**src/sv/mcg_pkg.sv**
```systemverilog
// Shared types and constants of the motion collision gate.
`default_nettype none

package mcg_pkg;

	// field widths
	localparam int DistW  = 10;
	localparam int AgeW   = 16;
	localparam int NumW   = 17;
	localparam int QuoW   = 7;
	localparam int NStage = 8;

	// configuration register indexes
	typedef enum logic [1:0] {
		REG_STOP    = 2'd0,
		REG_SLOW    = 2'd1,
		REG_TIMEOUT = 2'd2
	} reg_idx_t;

	// reset values of the configuration registers
	localparam logic [DistW-1:0] StopReset    = 10'd20;
	localparam logic [DistW-1:0] SlowReset    = 10'd50;
	localparam logic [AgeW-1:0]  TimeoutReset = 16'd400;

	// request payload
	typedef struct packed {
		logic signed [7:0]  cmd_linear;
		logic signed [7:0]  cmd_angular;
		logic [AgeW-1:0]    age_ms;
		logic               packet_present;
		logic               estop_flag;
		logic [DistW-1:0]   us_left_cm;
		logic [DistW-1:0]   us_center_cm;
		logic [DistW-1:0]   us_right_cm;
		logic [2:0]         us_fresh_mask;
		logic [4:0]         ir_triggers;
	} cmd_t;

	// result payload
	typedef struct packed {
		logic signed [7:0] safe_linear;
		logic signed [7:0] safe_angular;
		logic              timed_out;
		logic              halted;
		logic              fwd_blocked;
		logic              left_turn_blocked;
		logic              right_turn_blocked;
		logic              reverse_blocked;
	} res_t;

	// configuration register set
	typedef struct packed {
		logic [DistW-1:0] stop_distance_cm;
		logic [DistW-1:0] slowdown_distance_cm;
		logic [AgeW-1:0]  packet_timeout_ms;
	} cfg_t;

	// command fields carried down the pipeline
	typedef struct packed {
		logic signed [7:0] lin;
		logic signed [7:0] ang;
		logic [4:0]        ir;
		logic              timeout;
		logic              estop;
	} ctl_t;

	// front end to divider
	typedef struct packed {
		ctl_t             ctl;
		logic             front;
		logic             stop_fwd;
		logic             scale;
		logic [NumW-1:0]  num;
		logic [DistW-1:0] den;
	} arith_t;

	// divider to output gate
	typedef struct packed {
		ctl_t            ctl;
		logic            front;
		logic            stop_fwd;
		logic            scale;
		logic [QuoW-1:0] quo;
	} quo_t;

endpackage

`default_nettype wire

```
**src/sv/motion_collision_gate.sv**
```systemverilog
// Motion collision gate: top level with handshake control and configuration port.
//
// Usage:
//   Requests (drive command, packet status, front ultrasonic distances and
//   IR triggers) enter on cmd / cmd_valid and are taken at a clock edge with
//   cmd_valid high and cmd_stall low. Results leave on res / res_valid and are
//   taken when res_valid is high and res_stall is low.
//   The datapath is an eight-stage pipeline: qualify and pick the nearest
//   echo, compare with thresholds, form the scaling product, four divider
//   stages of up to two quotient bits each, and the output gate register.
//   One request is accepted every cycle unless a result stall has filled
//   every stage. The divider stages set the depth.
//   When the receiver stalls, the last stage holds and empty stages behind it
//   keep filling; cmd_stall rises only once every stage holds a request.
//   Reset empties the pipeline and loads the thresholds with 20 cm, 50 cm
//   and a 400 ms timeout. The APB port writes and reads the three registers
//   at byte addresses 0, 4 and 8; write them only while the pipeline is empty.
`default_nettype none

module motion_collision_gate (
	input  wire logic          clk,
	input  wire logic          arst_n,
	input  wire logic          cmd_valid,
	output logic               cmd_stall,
	input  wire mcg_pkg::cmd_t cmd,
	output logic               res_valid,
	input  wire logic          res_stall,
	output mcg_pkg::res_t      res,
	input  wire logic          psel,
	input  wire logic          penable,
	input  wire logic          pwrite,
	input  wire logic [3:0]    paddr,
	input  wire logic [31:0]   pwdata,
	output logic [31:0]        prdata,
	output logic               pready
);

	localparam int Last = mcg_pkg::NStage - 1;

	mcg_pkg::cfg_t               cfg_q;
	logic [mcg_pkg::NStage-1:0]  valid_q;
	logic [mcg_pkg::NStage-1:0]  rdy;
	mcg_pkg::arith_t             arith;
	mcg_pkg::quo_t               quo;

	// configuration registers
	always_ff @(posedge clk or negedge arst_n) begin
		if (!arst_n) begin
			cfg_q.stop_distance_cm     <= mcg_pkg::StopReset;
			cfg_q.slowdown_distance_cm <= mcg_pkg::SlowReset;
			cfg_q.packet_timeout_ms    <= mcg_pkg::TimeoutReset;
		end else if (psel && penable && pwrite) begin
			case (mcg_pkg::reg_idx_t'(paddr[3:2]))
				mcg_pkg::REG_STOP: begin
					cfg_q.stop_distance_cm <= pwdata[mcg_pkg::DistW-1:0];
				end
				mcg_pkg::REG_SLOW: begin
					cfg_q.slowdown_distance_cm <= pwdata[mcg_pkg::DistW-1:0];
				end
				mcg_pkg::REG_TIMEOUT: begin
					cfg_q.packet_timeout_ms <= pwdata[mcg_pkg::AgeW-1:0];
				end
				default: begin
				end
			endcase
		end
	end

	// register readback
	always_comb begin
		case (mcg_pkg::reg_idx_t'(paddr[3:2]))
			mcg_pkg::REG_STOP:    prdata = 32'(cfg_q.stop_distance_cm);
			mcg_pkg::REG_SLOW:    prdata = 32'(cfg_q.slowdown_distance_cm);
			mcg_pkg::REG_TIMEOUT: prdata = 32'(cfg_q.packet_timeout_ms);
			default:              prdata = '0;
		endcase
	end

	assign pready = 1'b1;

	// a stage may load when it is empty or the next one moves on
	always_comb begin
		rdy[Last] = !valid_q[Last] || !res_stall;
		for (int k = Last - 1; k >= 0; k--) begin
			rdy[k] = !valid_q[k] || rdy[k+1];
		end
	end

	// advance valid bits with the data
	always_ff @(posedge clk or negedge arst_n) begin
		if (!arst_n) begin
			valid_q <= '0;
		end else begin
			if (rdy[0]) begin
				valid_q[0] <= cmd_valid;
			end
			for (int k = 1; k < mcg_pkg::NStage; k++) begin
				if (rdy[k]) begin
					valid_q[k] <= valid_q[k-1];
				end
			end
		end
	end

	assign cmd_stall = !rdy[0];
	assign res_valid = valid_q[Last];

	mcg_front u_front (
		.clk   (clk),
		.load  (rdy[2:0]),
		.cmd   (cmd),
		.cfg   (cfg_q),
		.arith (arith)
	);

	mcg_div u_div (
		.clk   (clk),
		.load  (rdy[6:3]),
		.arith (arith),
		.quo   (quo)
	);

	mcg_gate u_gate (
		.clk  (clk),
		.load (rdy[Last]),
		.quo  (quo),
		.res  (res)
	);

endmodule

`default_nettype wire

```
**src/sv/mcg_front.sv**
```systemverilog
// Front end: request qualification, nearest echo, thresholds and scaling product.
`default_nettype none

module mcg_front (
	input  wire logic          clk,
	input  wire logic [2:0]    load,
	input  wire mcg_pkg::cmd_t cmd,
	input  wire mcg_pkg::cfg_t cfg,
	output mcg_pkg::arith_t    arith
);

	logic                        ok_l, ok_c, ok_r, ok_lc;
	logic [mcg_pkg::DistW-1:0]   min_lc, min_all;
	logic                        timeout_c;
	logic                        stop_hit, slow_hit;
	logic                        lin_pos;
	logic [mcg_pkg::NumW-1:0]    prod;

	mcg_pkg::ctl_t               ctl_s1, ctl_s2;
	logic [mcg_pkg::DistW-1:0]   min_s1;
	logic                        have_s1;
	logic                        front_s2, stop_s2, slow_s2;
	logic [mcg_pkg::DistW-1:0]   diff_s2, den_s2;
	mcg_pkg::arith_t             arith_s3;

	// stage 1: qualify echoes and take the nearest one
	always_comb begin
		timeout_c = !cmd.packet_present || (cmd.age_ms > cfg.packet_timeout_ms);
		ok_l  = cmd.us_fresh_mask[0] && (cmd.us_left_cm != '0);
		ok_c  = cmd.us_fresh_mask[1] && (cmd.us_center_cm != '0);
		ok_r  = cmd.us_fresh_mask[2] && (cmd.us_right_cm != '0);
		ok_lc = ok_l || ok_c;
		min_lc = (ok_l && (!ok_c || cmd.us_left_cm <= cmd.us_center_cm)) ?
			cmd.us_left_cm : cmd.us_center_cm;
		min_all = (ok_lc && (!ok_r || min_lc <= cmd.us_right_cm)) ? min_lc : cmd.us_right_cm;
	end

	always_ff @(posedge clk) begin
		if (load[0]) begin
			ctl_s1.lin     <= cmd.cmd_linear;
			ctl_s1.ang     <= cmd.cmd_angular;
			ctl_s1.ir      <= cmd.ir_triggers;
			ctl_s1.timeout <= timeout_c;
			ctl_s1.estop   <= cmd.estop_flag;
			min_s1         <= min_all;
			have_s1        <= ok_lc || ok_r;
		end
	end

	// stage 2: compare against the thresholds
	always_comb begin
		stop_hit = !have_s1 || (min_s1 <= cfg.stop_distance_cm);
		slow_hit = !stop_hit && (min_s1 < cfg.slowdown_distance_cm);
	end

	always_ff @(posedge clk) begin
		if (load[1]) begin
			ctl_s2   <= ctl_s1;
			front_s2 <= stop_hit || slow_hit;
			stop_s2  <= stop_hit;
			slow_s2  <= slow_hit;
			diff_s2  <= min_s1 - cfg.stop_distance_cm;
			den_s2   <= cfg.slowdown_distance_cm - cfg.stop_distance_cm;
		end
	end

	// stage 3: scaled numerator for the slowdown band
	always_comb begin
		lin_pos = !ctl_s2.lin[7] && (ctl_s2.lin[6:0] != '0);
		prod    = mcg_pkg::NumW'(ctl_s2.lin[6:0]) * mcg_pkg::NumW'(diff_s2);
	end

	always_ff @(posedge clk) begin
		if (load[2]) begin
			arith_s3.ctl      <= ctl_s2;
			arith_s3.front    <= front_s2;
			arith_s3.stop_fwd <= stop_s2;
			arith_s3.scale    <= slow_s2 && lin_pos;
			arith_s3.num      <= prod;
			arith_s3.den      <= den_s2;
		end
	end

	assign arith = arith_s3;

endmodule

`default_nettype wire

```
**src/sv/mcg_div.sv**
```systemverilog
// Pipelined restoring divider: up to two quotient bits per stage over four stages.
`default_nettype none

module mcg_div (
	input  wire logic            clk,
	input  wire logic [3:0]      load,
	input  wire mcg_pkg::arith_t arith,
	output mcg_pkg::quo_t        quo
);

	typedef struct packed {
		mcg_pkg::ctl_t                ctl;
		logic                         front;
		logic                         stop_fwd;
		logic                         scale;
		logic [mcg_pkg::DistW-1:0]    den;
		logic [mcg_pkg::NumW-1:0]     rem;
		logic [mcg_pkg::QuoW-1:0]     quo;
	} dstage_t;

	// resolve up to two quotient bits, highest first
	function automatic dstage_t div_bits(dstage_t d, int unsigned hi, int unsigned count);
		dstage_t                  r;
		logic [mcg_pkg::NumW-1:0] shifted;
		logic [2:0]               pos;
		r = d;
		for (int unsigned t = 0; t < 2; t++) begin
			if (t < count) begin
				pos     = 3'(hi - t);
				shifted = mcg_pkg::NumW'(r.den) << pos;
				if (r.rem >= shifted) begin
					r.rem      = r.rem - shifted;
					r.quo[pos] = 1'b1;
				end
			end
		end
		return r;
	endfunction

	dstage_t dv_in;
	dstage_t dv_s4, dv_s5, dv_s6, dv_s7;

	// seed the remainder with the numerator
	always_comb begin
		dv_in.ctl      = arith.ctl;
		dv_in.front    = arith.front;
		dv_in.stop_fwd = arith.stop_fwd;
		dv_in.scale    = arith.scale;
		dv_in.den      = arith.den;
		dv_in.rem      = arith.num;
		dv_in.quo      = '0;
	end

	// advance each stage by its quotient bits
	always_ff @(posedge clk) begin
		if (load[0]) begin
			dv_s4 <= div_bits(dv_in, 6, 2);
		end
		if (load[1]) begin
			dv_s5 <= div_bits(dv_s4, 4, 2);
		end
		if (load[2]) begin
			dv_s6 <= div_bits(dv_s5, 2, 2);
		end
		if (load[3]) begin
			dv_s7 <= div_bits(dv_s6, 0, 1);
		end
	end

	assign quo.ctl      = dv_s7.ctl;
	assign quo.front    = dv_s7.front;
	assign quo.stop_fwd = dv_s7.stop_fwd;
	assign quo.scale    = dv_s7.scale;
	assign quo.quo      = dv_s7.quo;

endmodule

`default_nettype wire

```
**src/sv/mcg_gate.sv**
```systemverilog
// Output gate: apply timeout, e-stop, scaling and IR blocks; result register.
`default_nettype none

module mcg_gate (
	input  wire logic          clk,
	input  wire logic          load,
	input  wire mcg_pkg::quo_t quo,
	output mcg_pkg::res_t      res
);

	mcg_pkg::res_t     res_c;
	mcg_pkg::res_t     res_s8;
	logic signed [7:0] lin;
	logic signed [7:0] ang;

	// gate the command
	always_comb begin
		res_c = '0;
		lin   = quo.ctl.lin;
		ang   = quo.ctl.ang;
		if (quo.ctl.timeout) begin
			res_c.timed_out = 1'b1;
		end else if (quo.ctl.estop) begin
			res_c.halted = 1'b1;
		end else begin
			// forward stop or slowdown from the nearest echo
			if (quo.stop_fwd && !lin[7]) begin
				lin = '0;
			end else if (quo.scale) begin
				lin = {1'b0, quo.quo};
			end
			// front IRs stop forward motion
			if ((quo.ctl.ir[1:0] != '0) && !lin[7]) begin
				lin = '0;
			end
			// rear IR stops reverse
			if (quo.ctl.ir[4] && lin[7]) begin
				lin = '0;
			end
			// side IRs block turns
			if (quo.ctl.ir[2] && ang[7]) begin
				ang = '0;
			end
			if (quo.ctl.ir[3] && !ang[7]) begin
				ang = '0;
			end
			res_c.safe_linear        = lin;
			res_c.safe_angular       = ang;
			res_c.fwd_blocked        = quo.front || (quo.ctl.ir[1:0] != '0);
			res_c.left_turn_blocked  = quo.ctl.ir[2];
			res_c.right_turn_blocked = quo.ctl.ir[3];
			res_c.reverse_blocked    = quo.ctl.ir[4];
		end
	end

	always_ff @(posedge clk) begin
		if (load) begin
			res_s8 <= res_c;
		end
	end

	assign res = res_s8;

endmodule

`default_nettype wire

```
**config.mk**
```make
export PLATFORM = sky130hd
export DESIGN_NAME = motion_collision_gate
export DESIGN_NICKNAME = d
export VERILOG_FILES = /design/src/sv/mcg_pkg.sv /design/src/sv/motion_collision_gate.sv /design/src/sv/mcg_front.sv /design/src/sv/mcg_div.sv /design/src/sv/mcg_gate.sv
export SDC_FILE = /design/constraint.sdc
export NUM_CORES = 1
export LEC_CHECK = 0
export ABC_AREA = 1
export BUFFER_PORTS_ARGS = -buffer_cell sky130_fd_sc_hd__buf_2
export CAP_MARGIN = 10
export CORE_MARGIN = 10
export CORE_UTILIZATION = 23
export CTS_BUF_LIST = sky130_fd_sc_hd__clkbuf_8 sky130_fd_sc_hd__clkbuf_16
export CTS_CLUSTER_SIZE = 14
export DETAILED_ROUTE_END_ITERATION = 12
export GPL_ROUTABILITY_DRIVEN = 0
export PLACE_DENSITY_LB_ADDON = 0.1
export SYNTH_ARGS = -nofsm -noshare
export SYNTH_HDL_FRONTEND = slang
export SYNTH_HIERARCHICAL = 1
export SYNTH_SLANG_ARGS = --single-unit
```
**constraint.sdc**
```tcl
create_clock -name clk -period 6.35 [get_ports clk]
set_input_delay 0.635 -clock clk [delete_from_list [all_inputs] [get_ports clk]]
set_output_delay 0.635 -clock clk [all_outputs]
set_load 0.02 [all_outputs]
```
Word level (Yosys, flattened, before mapping)
Index checks and enable logic that the tools add are counted.

Input bits: 115. Bits in registers: 403. Output and inout port bits: 57.

Reduce and logical (&&, ||, !) cells: 62. $lt $le $gt $ge: 12. Mux-type cells: 25. Add/sub/neg operators: 8. $mul: 1. Equal/unequal tests: 2.

Operators by type and width (count): two-way mux 17 bit (7); two-way mux 8 bit (10); case mux 16 bit (3 select lines) (1); two-way mux 18 bit (2); <= comparator 10 bit (3); nonzero test 10 bit (3); two-way mux 10 bit (2); subtractor 10 bit (2); zero test 1 bit (19); >= comparator 17 x 10 -> 1 bit (1); >= comparator 17 x 11 -> 1 bit (1); >= comparator 17 x 12 -> 1 bit (1); >= comparator 17 x 13 -> 1 bit (1); >= comparator 17 x 14 -> 1 bit (1); >= comparator 17 x 15 -> 1 bit (1); >= comparator 17 x 16 -> 1 bit (1); multiplier 7 x 10 -> 17 bit (1); subtractor 17 x 11 -> 17 bit (1); subtractor 17 x 12 -> 17 bit (1); subtractor 17 x 13 -> 17 bit (1); subtractor 17 x 14 -> 17 bit (1); subtractor 17 x 15 -> 17 bit (1); subtractor 17 x 16 -> 17 bit (1); > comparator 16 bit (1); other kinds (12) (46).

Longest topological paths before layout
Word-level depth: 12. Mapped depth: 26.

Cells and area by module
The synthesis kept the hierarchy.

Modules (own cells, without submodules): mcg_div (cells each 1109, area each 11095.6 um^2, times used 1); mcg_front (cells each 901, area each 8978.6 um^2, times used 1); motion_collision_gate (cells each 242, area each 2088.3 um^2, times used 1); mcg_gate (cells each 87, area each 1011.0 um^2, times used 1).

Worst setup path before layout
OpenSTA, ideal clock, no wires.

Path kind: reg-to-reg. From: register u_front/ctl_s2[21] (netlist name). To: register u_front.arith_s3 (netlist bit u_front/arith[25]), data pin. Period minus slack after synthesis: 4.234 ns. Setup slack: 2.116 ns. Buffers on the path: 1. Library setup time: 0.252 ns. Cell stages (with the launch flop): 18. Arrival: 3.982 ns. Cells stage by stage: edfxtp_1 > clkbuf_1 > nand2_1 > fa_1 > inv_1 > fa_1 > fa_1 > inv_1 > fa_1 > inv_1 > ha_1 > inv_1 > o21bai_1 > a21boi_0 > nand3_1 > a21o_1 > nand2_1 > nand2_1.

Word-level cells in the longest chain between the ends: 1.

Ends and longest elaborated chain: start, declared (line mcg_front.sv:19) `mcg_pkg::ctl_t ctl_s1, ctl_s2;`; start signal, assigned (line mcg_front.sv:58) `ctl_s2 <= ctl_s1;`; multiplier 7 x 10 -> 17 bit (line mcg_front.sv:70) `prod = mcg_pkg::NumW'(ctl_s2.lin[6:0]) * mcg_pkg::NumW'(diff_s2);`; net u_front.prod, one bit (line mcg_front.sv:17) `logic [mcg_pkg::NumW-1:0] prod;`; end, declared (line mcg_front.sv:24) `mcg_pkg::arith_t arith_s3;`.

The timed path passes the listed nets, and every way through them passes these cells. A chain may end at the register's enable or synchronous reset.

Worst setup path after layout
From: register u_front.arith_s3 (netlist bit u_front/arith[3]). To: register u_div/dv_s4[19] (netlist name), data pin.

Word-level cells in the longest chain between the ends: 5. Elaborated cells on any way between the ends: 7. Classes of those cells: add/sub (2); order compare (2); mux (3).

Ends and longest elaborated chain: subtractor 17 x 16 -> 17 bit / >= comparator 17 x 16 -> 1 bit (equally long branches) (line mcg_div.sv:32, mcg_div.sv:31); two-way mux 18 bit (line mcg_div.sv:31) `if (r.rem >= shifted) begin`; two-way mux 18 bit (line mcg_div.sv:56) `if (load[0]) begin`; subtractor 17 x 15 -> 17 bit / >= comparator 17 x 15 -> 1 bit (equally long branches) (line mcg_div.sv:32, mcg_div.sv:31); two-way mux 17 bit (*) (line mcg_div.sv:31); end signal, assigned (line mcg_div.sv:57) `dv_s4 <= div_bits(dv_in, 6, 2);`; end, declared (line mcg_div.sv:41) `dstage_t dv_s4, dv_s5, dv_s6, dv_s7;`.

Every way passes the cells marked *; elsewhere a longest branch is shown, timed or not. The select of a mux whose other input is x is not followed.

==> results.md <==
* Outcome: finished clean
* N_diodes at 0
* CTS max path bufs at 3
* Crit-path slowest cell: a31oi_2
* Overflow after GRT at 0
* CTS tree: done
* IO Pins at 172
* Routed len/inst at 14.8 um
* Initial antenna violation count at 1
* Synth area leader: edfxtp_1
* Drt first pass iters at 5
* Register area share after synthesis at 0.513
* Largest net degree at the start of global routing at 59
* Post-Syn Area at 0.0232 sq mm
* Reg2reg path depth at 19
* GRT Max-Usage Layer: met2
* Resized cells post-CTS at 0
* Layout cells sized above 1 at 0.133
* First-pass GRT wire length at 90400 um
* Hpwl dp at 44300 um
* Critical Path Source Type: flip-flop
* Routing usage on met3 at 0.0207
* Clk sinks at 403
* CP endpoint kind: flip-flop
* PortBufs at 136
* Drc violations at 0
* Vias in the first global route at 16500
* Clk_lat worst skew at 620 ps
* FF-to-FF setup slack at 1670 ps
* DRT iter0 DRCs at 797
* Num CTS Buffers at 49
* Initial core utilization at 0.232
* Die W at 337 um
* WP data arrival at 5030 ps
* RSZ-0062 raised after global routing: false
* Top FF cell, synth: edfxtp_1
* Rel. slew slack at 0.461
* Post-synth cell types at 60
* Vias per inst at 4.06
* Critical Path Max Stage Delay at 490 ps
* CP Max Fanout at 16
* Setup Fix Bufs, Post-CTS at 0
* Post-Synth Simple-Gate Area at 0.186
* Crit-path cells: inv_1 -> ha_1 -> nand2_1 -> inv_1 -> nand2_1 -> nor2_1 -> a21oi_1 -> nand3_1 -> inv_1 -> o21ai_0 -> ha_1 -> a21oi_1 -> o21ai_0 -> nand2_1 -> o211ai_1 -> a31oi_2 -> nand3_4 -> nand2_1 -> o21ai_0
* EDFF count, synth at 359
* Synth top area cells: edfxtp_1 (47%), nand2_1 (9.2%), ha_1 (9.1%), inv_1 (6.0%), fa_1 (4.1%)
* Endpoints failing setup at 0
* Post-CTS Hold Buffers at 0
* R2R Path Start: u_front/arith[3]
* Skew final at 46.2 ps
* Min Clock Period, post-route at 4680 ps
* Max-cap violations at 0
* Area grow syn2layout at 16.1%
* Worst-Margin Slew at 806 ps
* CP Class: flip-flop to flip-flop
* WP data required at 6700 ps
* FF-to-FF End: u_div/dv_s4[19]
* Async set or reset register ratio after synthesis at 0.109
* Met2 usage at 0.167
* Cells after Synth at 2339
* Largest family of logic cells by synthesized area: simple AND/OR/NAND/NOR gates
* Vias post-DR at 15600
* Nets at 2830
* Die H at 337 um
* Drt total wl at 56600 um
* Htree depth at 2
* Hold Path Class: input pin to async pin
* Synth Register Bits at 403
* Post-synthesis adder-cell area fraction at 0.132
* Post-Synth XOR/XNOR Area at 0.0280
* Layout Cells excl Fill at 3835
* Post-synthesis mux area share at 0
* Post-synth top area share at 0.465
* Placed Cells at 3746
* Compound-gate portion of the synthesized area at 0.0614
* GR Util All Layers at 0.0992
* Root buf cell: clkbuf_16
* Core ar. at 0.100 sq mm
* Avg Cell Area, Syn at 9.91 sq um
* Die area at 0.114 sq mm
* Clk pin slew, worst setup/hold paths at 60 ps
* Highest clock rate at 214 MHz
* Fin. max-slew vios at 0
* Final hold vios at 0
* YS warnings at 6
* Detail Route Antenna Nets at 0
* Cell Rows at 116
* Met1 Track Usage GR at 0.125
* Fin Setup TNS at 0 ps
* Most used cell, CP: nand2_1
* Crit share post-route at 0.737
layout make-up:
cell class / count / area (sq um)
clock buffer: 49 / 1230
clock inverter: 40 / 438
fill: 10600 / 73100
inverter: 390 / 1470
multi-input combinational: 1511 / 9510
sequential: 403 / 11900
tap: 1298 / 1620
timing repair buffer: 144 / 741
cell usage after synthesis, types with 3 or more instances:
cell type,n
nand2_4,7
clkbuf_1,11
or2_2,6
buf_6,10
nor3_1,12
nor2_1,142
inv_1,373
dfstp_2,8
xnor2_1,26
and2_1,9
nand4_1,38
nor4_1,4
nand2_2,15
nand2_1,570
edfxtp_1,359
fa_1,47
o21ai_1,23
a21oi_1,91
a31oi_1,6
dfrtp_1,36
inv_2,15
buf_4,19
or2_1,3
o21ai_0,67
nand3_4,3
a21oi_2,7
o211ai_1,4
xor2_1,48
nor2_2,14
nor2_4,6
a21boi_0,11
o21bai_1,11
nand3_1,97
ha_1,169
nand3_2,21
buf_2,8
a21o_1,11
nand3b_1,4
o21ai_2,3
per-stage QoR:
step                instance area [sq um]  hold WS, ps  utilization  worst slack [ps]
floorplan                           23200          339            -              2120
global placement                    25200          401        0.252              1660
detailed placement                  25200          405        0.252              1650
CTS                                 26900          118        0.269              1640
global route                        26900          162        0.269              1250
finish                              26900          127        0.269              1670
layout by cell type (no fill, tap or decap), types with 9 or more instances in the layout:
master,n
buf_2,136
o21ai_0,67
dfrtp_1,36
inv_2,17
nor2_2,14
nor3_1,12
a21oi_1,91
nor2_1,142
clkbuf_16,49
o21ai_1,23
fa_1,47
nand3_1,97
ha_1,169
a21o_1,11
nand4_1,38
o21bai_1,11
conb_1,17
a21boi_0,11
nand2_1,568
and2_1,9
xor2_1,48
inv_1,381
nand3_2,21
xnor2_1,26
nand2_2,17
edfxtp_1,359
how the worst max path moves through the flow:
stage / start / endpoint
5_1_grt: u_div/dv_s4[31] / u_div/dv_s5[10]
3_5_place_dp: u_front/arith[3] / u_div/dv_s4[19]
3_3_place_gp: u_front/arith[3] / u_div/dv_s4[19]
2_1_floorplan: u_front/ctl_s2[21] / u_front/arith[25]
6_report: u_front/arith[3] / u_div/dv_s4[19]
4_1_cts: u_front/arith[3] / u_div/dv_s4[19]
worst max-delay path, delay by kind of cell (launching register included):
kind                       cells  cell delay, ps
DFF                            1             450
AOI/OAI and AO/OA              7            1510
buffers and inverters          3             490
adders and majority gates      2             730
and+or+nand+nor                7            1210
flip-flops by register name (all words and copies together) (netlist names), 23 cells and up:
name,cells
u_front/ctl_s2,23
u_front/ctl_s1,23
cfg_q,36
u_div/quo,33
u_div/dv_s6,59
u_front/arith,53
u_div/dv_s4,55
u_div/dv_s5,57
kinds of logic (layout without fill, tap and decap cells):
logic type               count (synthesis)  in the layout
AND/OR/NAND/NOR                        959            959
buffers and inverters                  440            623
flip-flops                             403            403
AO/OA/AOI/OAI                          245            245
adder cells (fa/ha/maj)                216            216
XOR/XNOR                                74             74
other                                    2             17
routing by layer:
| metal | part of all wire | routed length, um |
|---|---|---|
| met4 | 0.032 | 1790 |
| met5 | 0.00016 | 9 |
| met1 | 0.46 | 26100 |
| met3 | 0.041 | 2330 |
| met2 | 0.47 | 26400 |
Power is not shown: default switching activity piles up to over one toggle a cycle in this logic, so the estimate is an artifact.
